===== config.mk =====
export PLATFORM = sky130hd
export DESIGN_NAME = rgb565_skin_pixel_classifier_top
export DESIGN_NICKNAME = d
export VERILOG_FILES = /design/src/rtl/rskin_pkg.sv /design/src/rtl/rgb565_skin_pixel_classifier_top.sv
export VERILOG_INCLUDE_DIRS = /design/src /design/src/rtl
export SDC_FILE = /design/constraint.sdc
export NUM_CORES = 1
export LEC_CHECK = 0
export BUFFER_PORTS_ARGS = -buffer_cell sky130_fd_sc_hd__buf_2
export CORE_ASPECT_RATIO = 2
export CORE_MARGIN = 1.5
export CORE_UTILIZATION = 55
export CTS_CLUSTER_DIAMETER = 100
export CTS_CLUSTER_SIZE = 40
export DETAILED_ROUTE_END_ITERATION = 16
export PLACE_DENSITY_LB_ADDON = 0.15
export SYNTH_ARGS = -nofsm -noshare
export SYNTH_HDL_FRONTEND = slang
export SYNTH_SLANG_ARGS = --single-unit

===== constraint.sdc =====
create_clock -name clk_i -period 5.65 [get_ports clk_i]
set_input_delay 0.565 -clock clk_i [delete_from_list [all_inputs] [get_ports clk_i]]
set_output_delay 0.565 -clock clk_i [all_outputs]
set_load 0.005 [all_outputs]

===== src/rtl/rgb565_skin_pixel_classifier_top_defines.svh =====
// ---------------------------------------------------------------------------
// Assertion macros for the RGB565 skin pixel classifier
// ---------------------------------------------------------------------------
`ifndef RGB565_SKIN_PIXEL_CLASSIFIER_TOP_DEFINES_SVH
`define RGB565_SKIN_PIXEL_CLASSIFIER_TOP_DEFINES_SVH

// same-cycle implication, sampled on clk_i, off during reset
`define RSKIN_ASSERT_IMP(lbl, ante, cons, msg) \
  lbl: assert property (@(posedge clk_i) disable iff (!rst_ni) (ante) |-> (cons)) \
    else $error(msg);

// next-cycle implication, sampled on clk_i, off during reset
`define RSKIN_ASSERT_NXT(lbl, ante, cons, msg) \
  lbl: assert property (@(posedge clk_i) disable iff (!rst_ni) (ante) |=> (cons)) \
    else $error(msg);

`endif


===== src/rtl/rskin_pkg.sv =====
`timescale 1ns / 1ps
// ---------------------------------------------------------------------------
// rskin_pkg
// Types, constants and divider step for the RGB565 skin pixel classifier.
// ---------------------------------------------------------------------------
package rskin_pkg;

  localparam int unsigned CfgIdxW  = 3;
  localparam int unsigned CfgDataW = 8;

  // quotients are 8 bits, two bits retired per divider stage
  localparam int unsigned QuoW       = 8;
  localparam int unsigned BitsPerStg = 2;
  localparam int unsigned DivStg     = QuoW / BitsPerStg;

  localparam logic [7:0] HueMax = 8'd179;

  localparam logic [8:0] DegWrap  = 9'd360;
  localparam logic [8:0] DegGreen = 9'd120;
  localparam logic [8:0] DegBlue  = 9'd240;

  typedef enum logic [CfgIdxW-1:0] {
    REG_HUE_LOW  = 3'd0,
    REG_HUE_HIGH = 3'd1,
    REG_SAT_LOW  = 3'd2,
    REG_SAT_HIGH = 3'd3,
    REG_VAL_LOW  = 3'd4,
    REG_VAL_HIGH = 3'd5
  } reg_idx_e;

  localparam logic [7:0] HueLowRst  = 8'd0;
  localparam logic [7:0] HueHighRst = 8'd30;
  localparam logic [7:0] SatLowRst  = 8'd15;
  localparam logic [7:0] SatHighRst = 8'd200;
  localparam logic [7:0] ValLowRst  = 8'd40;
  localparam logic [7:0] ValHighRst = 8'd255;

  typedef enum logic [1:0] {
    SEC_RED   = 2'd0,
    SEC_GREEN = 2'd1,
    SEC_BLUE  = 2'd2
  } sector_e;

  typedef struct packed {
    logic [15:0] pixel;
    logic        last_in;
  } pix_in_t;

  typedef struct packed {
    logic       skin;
    logic [7:0] hue;
    logic [7:0] saturation;
    logic [7:0] brightness;
    logic       last_out;
  } pix_out_t;

  // divider pipeline word: saturation (divisor mx) and hue (divisor delta)
  typedef struct packed {
    logic [7:0] s_rem;
    logic [7:0] s_num;
    logic [7:0] s_quo;
    logic [7:0] h_rem;
    logic [7:0] h_num;
    logic [7:0] h_quo;
    logic [7:0] delta;
    logic [7:0] mx;
    sector_e    sector;
    logic       neg;
    logic       last;
  } div_t;

  // one restoring step: returns {quotient bit, new remainder}
  function automatic logic [8:0] div_bit(input logic [7:0] rem, input logic nb,
                                         input logic [7:0] dvs);
    logic [8:0] t;
    logic [8:0] diff;
    t    = {rem, nb};
    diff = t - {1'b0, dvs};
    if (t >= {1'b0, dvs}) begin
      div_bit = {1'b1, diff[7:0]};
    end else begin
      div_bit = {1'b0, t[7:0]};
    end
  endfunction

  function automatic div_t div_step(input div_t d);
    div_t       o;
    logic [8:0] rs;
    logic [8:0] rh;
    o = d;
    for (int i = 0; i < BitsPerStg; i++) begin
      rs      = div_bit(o.s_rem, o.s_num[7], o.mx);
      rh      = div_bit(o.h_rem, o.h_num[7], o.delta);
      o.s_rem = rs[7:0];
      o.s_quo = {o.s_quo[6:0], rs[8]};
      o.s_num = {o.s_num[6:0], 1'b0};
      o.h_rem = rh[7:0];
      o.h_quo = {o.h_quo[6:0], rh[8]};
      o.h_num = {o.h_num[6:0], 1'b0};
    end
    return o;
  endfunction

endpackage


===== src/rtl/rgb565_skin_pixel_classifier_top.sv =====
`timescale 1ns / 1ps
// ---------------------------------------------------------------------------
// rgb565_skin_pixel_classifier_top
// RGB565 pixel to HSV with skin window test, fully pipelined.
// ---------------------------------------------------------------------------
//  channel | handshake              | payload
//  --------+------------------------+-----------------------------
//  in      | in_valid_i / in_stall_o   | pix_in_t  (pixel, last_in)
//  out     | out_valid_o / out_stall_i | pix_out_t (skin, hue, ...)
//  cfg     | cfg_we_i                  | cfg_idx_i, cfg_data_i
//
//  One pixel per cycle while no stall holds the pipeline, in these stages:
//  channel max/min, numerators, four divider stages (two quotient bits each
//  for saturation and hue), then hue offset and window compare.
//  Reset clears the stage valid bits and loads the window defaults.
//  A stall freezes only the stages that are full up to the stalled end;
//  bubbles ahead of it keep closing.
// ---------------------------------------------------------------------------
`include "rgb565_skin_pixel_classifier_top_defines.svh"

module rgb565_skin_pixel_classifier_top (
  input  logic                          clk_i,
  input  logic                          rst_ni,
  input  logic                          in_valid_i,
  output logic                          in_stall_o,
  input  rskin_pkg::pix_in_t            in_data_i,
  output logic                          out_valid_o,
  input  logic                          out_stall_i,
  output rskin_pkg::pix_out_t           out_data_o,
  input  logic                          cfg_we_i,
  input  logic [rskin_pkg::CfgIdxW-1:0] cfg_idx_i,
  input  logic [rskin_pkg::CfgDataW-1:0] cfg_data_i
);
  import rskin_pkg::*;

  localparam int unsigned NStg = DivStg + 3;

  // ---- configuration ----
  logic [7:0] hue_low_q, hue_high_q, sat_low_q, sat_high_q, val_low_q, val_high_q;

  always_ff @(posedge clk_i or negedge rst_ni) begin
    if (!rst_ni) begin
      hue_low_q  <= HueLowRst;
      hue_high_q <= HueHighRst;
      sat_low_q  <= SatLowRst;
      sat_high_q <= SatHighRst;
      val_low_q  <= ValLowRst;
      val_high_q <= ValHighRst;
    end else if (cfg_we_i) begin
      case (reg_idx_e'(cfg_idx_i))
        REG_HUE_LOW:  hue_low_q  <= cfg_data_i[7:0];
        REG_HUE_HIGH: hue_high_q <= cfg_data_i[7:0];
        REG_SAT_LOW:  sat_low_q  <= cfg_data_i[7:0];
        REG_SAT_HIGH: sat_high_q <= cfg_data_i[7:0];
        REG_VAL_LOW:  val_low_q  <= cfg_data_i[7:0];
        REG_VAL_HIGH: val_high_q <= cfg_data_i[7:0];
        default: ;
      endcase
    end
  end

  // ---- pipeline control ----
  logic [NStg-1:0] v_q;
  logic [NStg:0]   rdy;
  logic [NStg-1:0] v_in;

  always_comb begin
    rdy[NStg] = !out_stall_i;
    for (int k = NStg - 1; k >= 0; k--) begin
      rdy[k] = !v_q[k] || rdy[k+1];
    end
  end

  assign v_in = {v_q[NStg-2:0], in_valid_i};

  always_ff @(posedge clk_i or negedge rst_ni) begin
    if (!rst_ni) begin
      v_q <= '0;
    end else begin
      for (int k = 0; k < NStg; k++) begin
        if (rdy[k]) begin
          v_q[k] <= v_in[k];
        end
      end
    end
  end

  assign in_stall_o  = !rdy[0];
  assign out_valid_o = v_q[NStg-1];

  // ---- stage 1: expand, max/min, sector, signed difference ----
  logic [7:0] r8, g8, b8, rg_max, rg_min, mx_d, mn_d;
  sector_e    sec_d;
  logic [8:0] diff_d;

  always_comb begin
    r8     = {in_data_i.pixel[15:11], 3'b000};
    g8     = {in_data_i.pixel[10:5], 2'b00};
    b8     = {in_data_i.pixel[4:0], 3'b000};
    rg_max = (r8 >= g8) ? r8 : g8;
    rg_min = (r8 <= g8) ? r8 : g8;
    mx_d   = (b8 > rg_max) ? b8 : rg_max;
    mn_d   = (b8 < rg_min) ? b8 : rg_min;
    // ties go to red, then green
    if (r8 >= g8 && r8 >= b8) begin
      sec_d  = SEC_RED;
      diff_d = {1'b0, g8} - {1'b0, b8};
    end else if (g8 >= b8) begin
      sec_d  = SEC_GREEN;
      diff_d = {1'b0, b8} - {1'b0, r8};
    end else begin
      sec_d  = SEC_BLUE;
      diff_d = {1'b0, r8} - {1'b0, g8};
    end
  end

  logic [7:0] s1_mx_q, s1_mn_q;
  sector_e    s1_sec_q;
  logic [8:0] s1_diff_q;
  logic       s1_last_q;

  always_ff @(posedge clk_i) begin
    if (rdy[0] && in_valid_i) begin
      s1_mx_q   <= mx_d;
      s1_mn_q   <= mn_d;
      s1_sec_q  <= sec_d;
      s1_diff_q <= diff_d;
      s1_last_q <= in_data_i.last_in;
    end
  end

  // ---- stage 2: delta and dividends ----
  logic [7:0]  delta, abs_diff;
  logic [8:0]  neg_diff;
  logic [15:0] num_s, num_h;
  div_t        div_d;

  always_comb begin
    delta    = s1_mx_q - s1_mn_q;
    neg_diff = ~s1_diff_q + 9'd1;
    abs_diff = s1_diff_q[8] ? neg_diff[7:0] : s1_diff_q[7:0];
    // 255*delta and 60*|diff|; both stay below 256*divisor, so the
    // upper byte is already a valid partial remainder
    num_s    = {delta, 8'h00} - {8'h00, delta};
    num_h    = {2'b00, abs_diff, 6'b000000} - {6'b000000, abs_diff, 2'b00};

    div_d.s_rem  = num_s[15:8];
    div_d.s_num  = num_s[7:0];
    div_d.s_quo  = '0;
    div_d.h_rem  = num_h[15:8];
    div_d.h_num  = num_h[7:0];
    div_d.h_quo  = '0;
    div_d.delta  = delta;
    div_d.mx     = s1_mx_q;
    div_d.sector = s1_sec_q;
    div_d.neg    = s1_diff_q[8];
    div_d.last   = s1_last_q;
  end

  div_t div_q [DivStg+1];

  always_ff @(posedge clk_i) begin
    if (rdy[1] && v_q[0]) begin
      div_q[0] <= div_d;
    end
  end

  // ---- divider stages ----
  for (genvar k = 1; k <= DivStg; k++) begin : g_div
    always_ff @(posedge clk_i) begin
      if (rdy[k+1] && v_q[k]) begin
        div_q[k] <= div_step(div_q[k-1]);
      end
    end
  end

  // ---- last stage: hue offset, halving, window test ----
  div_t       fin;
  logic       grey, neg_q;
  logic [8:0] base, deg;
  logic [7:0] hue_c, sat_c;
  pix_out_t   out_d, out_q;

  always_comb begin
    fin   = div_q[DivStg];
    grey  = (fin.delta == '0);
    // a zero quotient of a negative difference truncates to plus zero
    neg_q = fin.neg && (fin.h_quo != '0);
    case (fin.sector)
      SEC_RED:   base = neg_q ? DegWrap : '0;
      SEC_GREEN: base = DegGreen;
      SEC_BLUE:  base = DegBlue;
      default:   base = '0;
    endcase
    deg   = neg_q ? (base - {1'b0, fin.h_quo}) : (base + {1'b0, fin.h_quo});
    hue_c = grey ? '0 : deg[8:1];
    sat_c = grey ? '0 : fin.s_quo;

    out_d.skin       = (hue_c >= hue_low_q) && (hue_c <= hue_high_q) &&
                       (sat_c >= sat_low_q) && (sat_c <= sat_high_q) &&
                       (fin.mx >= val_low_q) && (fin.mx <= val_high_q);
    out_d.hue        = hue_c;
    out_d.saturation = sat_c;
    out_d.brightness = fin.mx;
    out_d.last_out   = fin.last;
  end

  always_ff @(posedge clk_i) begin
    if (rdy[NStg-1] && v_q[NStg-2]) begin
      out_q <= out_d;
    end
  end

  assign out_data_o = out_q;

  // ---- assertions ----
  `RSKIN_ASSERT_IMP(a_hue_range, out_valid_o, out_data_o.hue <= HueMax,
                    "hue above 179")
  `RSKIN_ASSERT_IMP(a_grey_hue, out_valid_o && (out_data_o.saturation == '0),
                    out_data_o.hue == '0, "zero saturation with non-zero hue")
  `RSKIN_ASSERT_IMP(a_bright_align, out_valid_o, out_data_o.brightness[1:0] == 2'b00,
                    "brightness not an expanded channel value")
  `RSKIN_ASSERT_NXT(a_stage_hold, v_q[0] && !rdy[1], v_q[0],
                    "first stage lost an item while blocked")

endmodule


==> results.txt, run 1 <==
# clock sinks - 296
GRT overflow - 0
dominant cells by area after synthesis - edfxtp_1 42%, ha_1 13%, mux2_2 5.2%
ys flop type - edfxtp_1
Reg clk slew, reported paths - 0.16 ns
routability cong. - 0.879
syn avg cell area - 11.8 um^2
reg-to-reg critical path startpoint - div_q[0][292]
metal3 WL - 629 um
fin nets - 1,755
dpl cell area - 0.0181 mm^2
Detail Route Antenna Nets - 0
P per Cell Area - 576 mW/mm^2
crit path DAT - 5.34 ns
area grow syn2layout - 6.98%
Max Fanout on Critical Path - 7
WL met2 - 23.0 mm
cts bufs inserted - 11
total leakage power - 7.86 nW
DR pass1 iterations - 4
number of gates resized after cts - 0
Tmin final - 4.99 ns
FFs w/ async S/R, synth - 0.186
HP Class - primary input to asynchronous set/reset pin
via count - 10,900
Yosys top cell area share - 0.420
number of global-route vias before repair - 11,500
cells after synthesis - 1,455
WL met1 - 10.6 mm
Yosys cell types - 70
WP data required - 6.00 ns
WL/cell - 18.8 um
Post-Route Skew - 0.0401 ns
DP HPWL - 30.2 mm
RSZ-0062 raised after global routing - false
most frequent cell after synthesis - edfxtp_1
fin crit share - 0.884
vias per inst - 5.59
highest routed metal layer - met4
Max clock buf depth - 3
proportion of layout cells with a drive suffix above 1 - 0.138
row cnt - 91
Worst Reg-to-Reg Cells - 19
CP dominant cell by count - ha_1
global-route wire length before repair - 57.1 mm
reg2reg end - out_data_o[25]
core box area - 0.0309 mm^2
Routed Wire Length - 36.5 mm
post-CTS setup buffer count - 0
Max Cap Viol - 0
endpoints failing setup - 0
DRC viols - 0
Initial Util - 0.558
post-synthesis sequential area ratio - 0.502
slowest CP cell - or4_1
final hold vios - 0
Least-Margin Pin Slew - 1.17 ns
synth cell count leaders - 241 x edfxtp_1, 187 x inv_1, 182 x ha_1, 84 x o21ai_0, 82 x nand2_1
CTS tree - done
Ports - 61
crit start category - flip-flop
Port Buf Inserts - 58
Root Buffer - clkbuf_16
slowest cell delay on critical path - 0.55 ns
fillcell total - 2,602
DR iter-0 viols - 356
Total Routing Usage GR - 0.231
max_slew headroom - 0.217
die area - 0.0325 mm^2
R2R Setup Slk - 0.66 ns
Mapped Area - 0.0172 mm^2
fmax - 0.200 GHz
Die Y - 253 um
Final Max Slew Viols - 0
worst skew pair latency - 0.52 ns
element type at the critical path end - flip-flop
IR drop worst, VDD - 0.288 mV
initial antenna violation count - 0
Crit Path Category - flip-flop to flip-flop
Hold WS - 0.177 ns
Yosys reg bits - 296
yosys warns - 0
area leader, netlist - edfxtp_1
Post-synth EDFFs - 241
outcome - finished clean
# hold bufs at CTS - 0
CTS H-tree lvls - 1
die width - 128 um
Final Instance Area - 0.0184 mm^2
critical path, cell by cell - inv_1 -> ha_1 -> or4b_4 -> o21a_2 -> nand3_1 -> o21ai_0 -> ha_1 -> and3b_1 -> o21a_1 -> o21ai_0 -> nand2b_1 -> a21o_1 -> a21oi_1 -> xor2_1 -> nor2_1 -> ha_1 -> o22ai_1 -> or4_1 -> a211oi_2
Setup TNS - 0 ns
largest net degree at the start of global routing - 56
ANT cells - 0
## flip-flops by register name (all words and copies together), names as in the netlist
register	count
v_q	7
s1_mn_q	6
s1_last_q	1
sat_low_q	8
val_high_q	8
s1_sec_q	2
s1_diff_q	7
s1_mx_q	6
val_low_q	8
div_q	195
sat_high_q	8
hue_low_q	8
hue_high_q	8
out_data_o	24
## final cells by class
type | instances | area [um^2] | area share
clock inverter | 1 | 30.0 | 0.00163
tap | 418 | 523 | 0.0284
clock buffer | 16 | 294 | 0.0160
sequential | 296 | 8640 | 0.469
inverter | 187 | 702 | 0.0381
timing repair buffer | 73 | 403 | 0.0219
multi-input combinational | 953 | 7840 | 0.425
## report_power, final
part | internal (mW) | switching [mW]
Combinational | 2.75 | 3.08
Clock | 0.381 | 0.647
Sequential | 3.42 | 0.336
## layout by cell type (no fill, tap or decap), drive strengths merged, types with 4 or more instances in the layout
cell and n:
edfxtp 241, inv 187, ha 182, o21ai 84, nand2 82, mux2 80, buf 73, nor2 63
a21oi 62, xnor2 50, a21o 41, mux2i 35, dfrtp 34, xor2 32, nor2b 29, nand2b 23
dfstp 21, fa 18, nand4 17, and2 16, clkbuf 16, o21a 14, nand3 11, nor3 10
a21boi 10, o21bai 7, or4 6, and3 6, a31oi 5, or2 5, a211oi 5, a221oi 5
o31ai 4, nand4b 4, or3 4
## how the worst max path moves through the flow
stage / from / end / slack (ns) / cells after the start
floorplan: div_q[0][143] / div_q[0][268] / 0.99 / 20
global placement: div_q[0][292] / out_data_o[25] / 0.72 / 19
detailed placement: div_q[0][292] / out_data_o[25] / 0.68 / 19
CTS: div_q[0][292] / out_data_o[25] / 0.63 / 19
global route: div_q[0][83] / div_q[0][177] / 0.29 / 20
finish: div_q[0][292] / out_data_o[25] / 0.66 / 19
## worst max-delay path, delay by kind of cell (launching register included)
kind	cells	cell delay (ns)
flops	1	0.47
xor+xnor	1	0.08
fa+ha+maj	3	0.90
compound gates	8	1.46
simple gates	6	1.84
buf+inv	1	0.09
## routing by layer
metal  vias to the layer above  track usage
li1                       5291            -
met1                      5260        0.173
met2                       207        0.522
met3                       105       0.0146
met4                         0        0.132
met5                         -            0
## kinds of logic (layout without fill, tap and decap cells)
group | after synthesis | count (layout) | synth area share
AOI/OAI and AO/OA | 260 | 260 | 0.0969
buffers and inverters | 207 | 277 | 0.0457
other | 1 | 2 | 0.000218
adders and majority gates | 202 | 202 | 0.154
xor gates and xnor gates | 82 | 82 | 0.0417
DFF | 296 | 296 | 0.502
muxes | 115 | 115 | 0.0726
and+or+nand+nor | 292 | 292 | 0.0871
## per-stage QoR
step / instances / setup slack, ns / utilization / total power [mW]
after floorplan: 1456 / 0.989 / - / 8.13
after global placement: 1927 / 0.722 / 0.587 / 9.49
after detailed placement: 1927 / 0.678 / 0.587 / 9.66
after CTS: 1944 / 0.632 / 0.597 / 10.7
after global routing: 1944 / 0.292 / 0.597 / 11.5
final: 1944 / 0.656 / 0.597 / 10.6
Power figures use the tool's default switching activity.
==> inputs of run 2 (changes only) <==
--- a/config.mk
+++ b/config.mk
@@ -7,9 +7,11 @@
 export NUM_CORES = 1
 export LEC_CHECK = 0
 export BUFFER_PORTS_ARGS = -buffer_cell sky130_fd_sc_hd__buf_2
+export CELL_PAD_IN_SITES_DETAIL_PLACEMENT = 2
+export CELL_PAD_IN_SITES_GLOBAL_PLACEMENT = 2
 export CORE_ASPECT_RATIO = 2
 export CORE_MARGIN = 1.5
-export CORE_UTILIZATION = 55
+export CORE_UTILIZATION = 44
 export CTS_CLUSTER_DIAMETER = 100
 export CTS_CLUSTER_SIZE = 40
 export DETAILED_ROUTE_END_ITERATION = 16
==> results.txt, run 2 (synthesis gave the netlist of run 1 again) <==
most common cell after layout, fill and taps aside - edfxtp_1 (unchanged)
via count - 11,400 (was 10,900)
# hold bufs at CTS - 0 (unchanged)
Total Routing Usage GR - 0.247 (was 0.231)
initial antenna violation count - 0 (unchanged)
number of gates resized after cts - 0 (unchanged)
routability cong. - 0.870 (was 0.879)
WL/cell - 23.8 um (was 18.8 um)
Final Instance Area - 0.0186 mm^2 (was 0.0184 mm^2)
Largest register FFs - 195 (unchanged)
crit start category - flip-flop (unchanged)
Setup TNS - 0 ns (unchanged)
WP data required - 5.94 ns (was 6.00 ns)
slowest cell delay on critical path - 0.48 ns (was 0.55 ns)
global-route wire length before repair - 73.6 mm (was 57.1 mm)
number of global-route vias before repair - 13,400 (was 11,500)
R2R Setup Slk - 0.36 ns (was 0.66 ns)
non-filler instance count after layout - 2,051 (was 1,944)
largest registers - div_q x195, out_data_o x24 (unchanged)
crit path DAT - 5.57 ns (was 5.34 ns)
reg2reg end - div_q[0][203] (was out_data_o[25])
Final Max Slew Viols - 0 (unchanged)
Worst Reg-to-Reg Cells - 21 (was 19)
RSZ-0062 raised after global routing - false (unchanged)
# clock sinks - 296 (unchanged)
HP Class - primary input to asynchronous set/reset pin (unchanged)
worst skew pair latency - 0.53 ns (was 0.52 ns)
area grow syn2layout - 7.90% (was 6.98%)
Max Cap Viol - 0 (unchanged)
Least-Margin Pin Slew - 1.26 ns (was 1.17 ns)
cts bufs inserted - 11 (unchanged)
final hold vios - 0 (unchanged)
fmax - 0.189 GHz (was 0.200 GHz)
Die Y - 283 um (was 253 um)
die width - 143 um (was 128 um)
reg-to-reg critical path startpoint - div_q[0][75] (was div_q[0][292])
max_slew headroom - 0.163 (was 0.217)
endpoints failing setup - 0 (unchanged)
vias per inst - 5.54 (was 5.59)
largest net degree at the start of global routing - 56 (unchanged)
Root Buffer - clkbuf_16 (unchanged)
proportion of layout cells with a drive suffix above 1 - 0.142 (was 0.138)
Crit Path Category - flip-flop to flip-flop (unchanged)
Detail Route Antenna Nets - 0 (unchanged)
GRT overflow - 0 (unchanged)
DP HPWL - 41.2 mm (was 30.2 mm)
dpl cell area - 0.0183 mm^2 (was 0.0181 mm^2)
Max Fanout on Critical Path - 7 (unchanged)
Port Buf Inserts - 58 (unchanged)
Max clock buf depth - 3 (unchanged)
Post-Route Skew - 0.0293 ns (was 0.0401 ns)
outcome - finished clean (unchanged)
most flop-heavy register - div_q (unchanged)
Routed Wire Length - 48.8 mm (was 36.5 mm)
Ports - 61 (unchanged)
Reg clk slew, reported paths - 0.16 ns (about the same)
Final WS setup - 0.361 ns (was 0.656 ns)
fin nets - 1,760 (was 1,755)
die area - 0.0404 mm^2 (was 0.0325 mm^2)
P per Cell Area - 602 mW/mm^2 (was 576 mW/mm^2)
ANT cells - 0 (unchanged)
IR drop worst, VDD - 0.257 mV (was 0.288 mV)
fin crit share - 0.936 (was 0.884)
element type at the critical path end - flip-flop (unchanged)
total leakage power - 7.88 nW (was 7.86 nW)
placed cells - 2,034 (was 1,927)
CTS tree - done (unchanged)
slowest CP cell - edfxtp_1 (was or4_1)
critical path, cell by cell - inv_1 -> ha_1 -> nor2b_1 -> o21ai_0 -> a21boi_0 -> o21a_1 -> o21ai_0 -> nor2b_1 -> buf_4 -> mux2_2 -> inv_1 -> ha_1 -> nor2b_1 -> o21ai_0 -> nand2b_1 -> a21o_1 -> a21o_1 -> o21bai_1 -> a221oi_2 -> buf_4 -> mux2_2 (was inv_1 -> ha_1 -> or4b_4 -> o21a_2 -> nand3_1 -> o21ai_0 -> ha_1 -> and3b_1 -> o21a_1 -> o21ai_0 -> nand2b_1 -> a21o_1 -> a21oi_1 -> xor2_1 -> nor2_1 -> ha_1 -> o22ai_1 -> or4_1 -> a211oi_2)
fillcell total - 3,918 (was 2,602)
post-CTS setup buffer count - 0 (unchanged)
DRC viols - 0 (unchanged)
row cnt - 102 (was 91)
Initial Util - 0.445 (was 0.558)
DR pass1 iterations - 4 (unchanged)
most frequent cells in the layout - 241 x edfxtp_1, 187 x inv_1, 182 x ha_1 (unchanged)
CTS H-tree lvls - 1 (unchanged)
Tmin final - 5.29 ns (was 4.99 ns)
DR iter-0 viols - 260 (was 356)
Place WS - 0.391 ns (was 0.678 ns)
core box area - 0.0387 mm^2 (was 0.0309 mm^2)
-- run 2: cell types whose count changed in the layout (fill, tap and decap cells not counted), sizes merged --
cell,delta
clkinv,-1
clkbuf,-1
buf,+5
inv,+2
-- run 2: power by group --
part	internal [mW]	leakage (nW)	switching [mW]
registers	3.43	2.95	0.385
clock network	0.381	0.154	0.692
logic	2.81	4.77	3.49
-- run 2: worst max-delay path by stage --
stage                  startpoint        endpoint  slack, ns
finish               div_q[0][75]   div_q[0][203]       0.36
CTS                  div_q[0][75]   div_q[0][201]       0.38
global placement    div_q[0][292]  out_data_o[25]       0.55
floorplan           div_q[0][143]   div_q[0][268]       0.99
global route        div_q[0][143]   div_q[0][268]       0.13
detailed placement   div_q[0][75]   div_q[0][201]       0.39
-- run 2: routing by layer --
layer / GRT usage / share of wire / up-vias
met3: 0.0162 / 0.016 / 142
met4: 0.185 / 0.085 / 0
li1: - / - / 5301
met2: 0.560 / 0.64 / 205
met5: 0 / 0 / -
met1: 0.169 / 0.26 / 5708
-- run 2: layout make-up --
type                       instances  area (um^2)  share of cell area
clock buffer                      15          290              0.0156
clock inverter                     2         27.5             0.00148
inverter                         187          702              0.0378
multi-input combinational        953         7840               0.422
sequential                       296         8640               0.465
tap                              520          651              0.0350
timing repair buffer              78          440              0.0237
-- run 2: critical path, delay by kind of cell (launching register included) --
family | cells | cell delay, ns
simple gates | 4 | 0.62
compound gates | 9 | 2.04
mux | 2 | 0.73
buf+inv | 4 | 0.66
flops | 1 | 0.48
fa+ha+maj | 2 | 0.52
-- run 2: through the flow --
| stage | hold slack (ns) | utilization | total power, mW |
|---|---|---|---|
| 6_report | 0.184 | 0.481 | 11.2 |
| 5_1_grt | 0.205 | 0.481 | 12.0 |
| 4_1_cts | 0.201 | 0.481 | 11.3 |
| 3_5_place_dp | 0.410 | 0.472 | 10.2 |
| 3_3_place_gp | 0.400 | 0.472 | 9.67 |
| 2_1_floorplan | 0.269 | - | 8.13 |
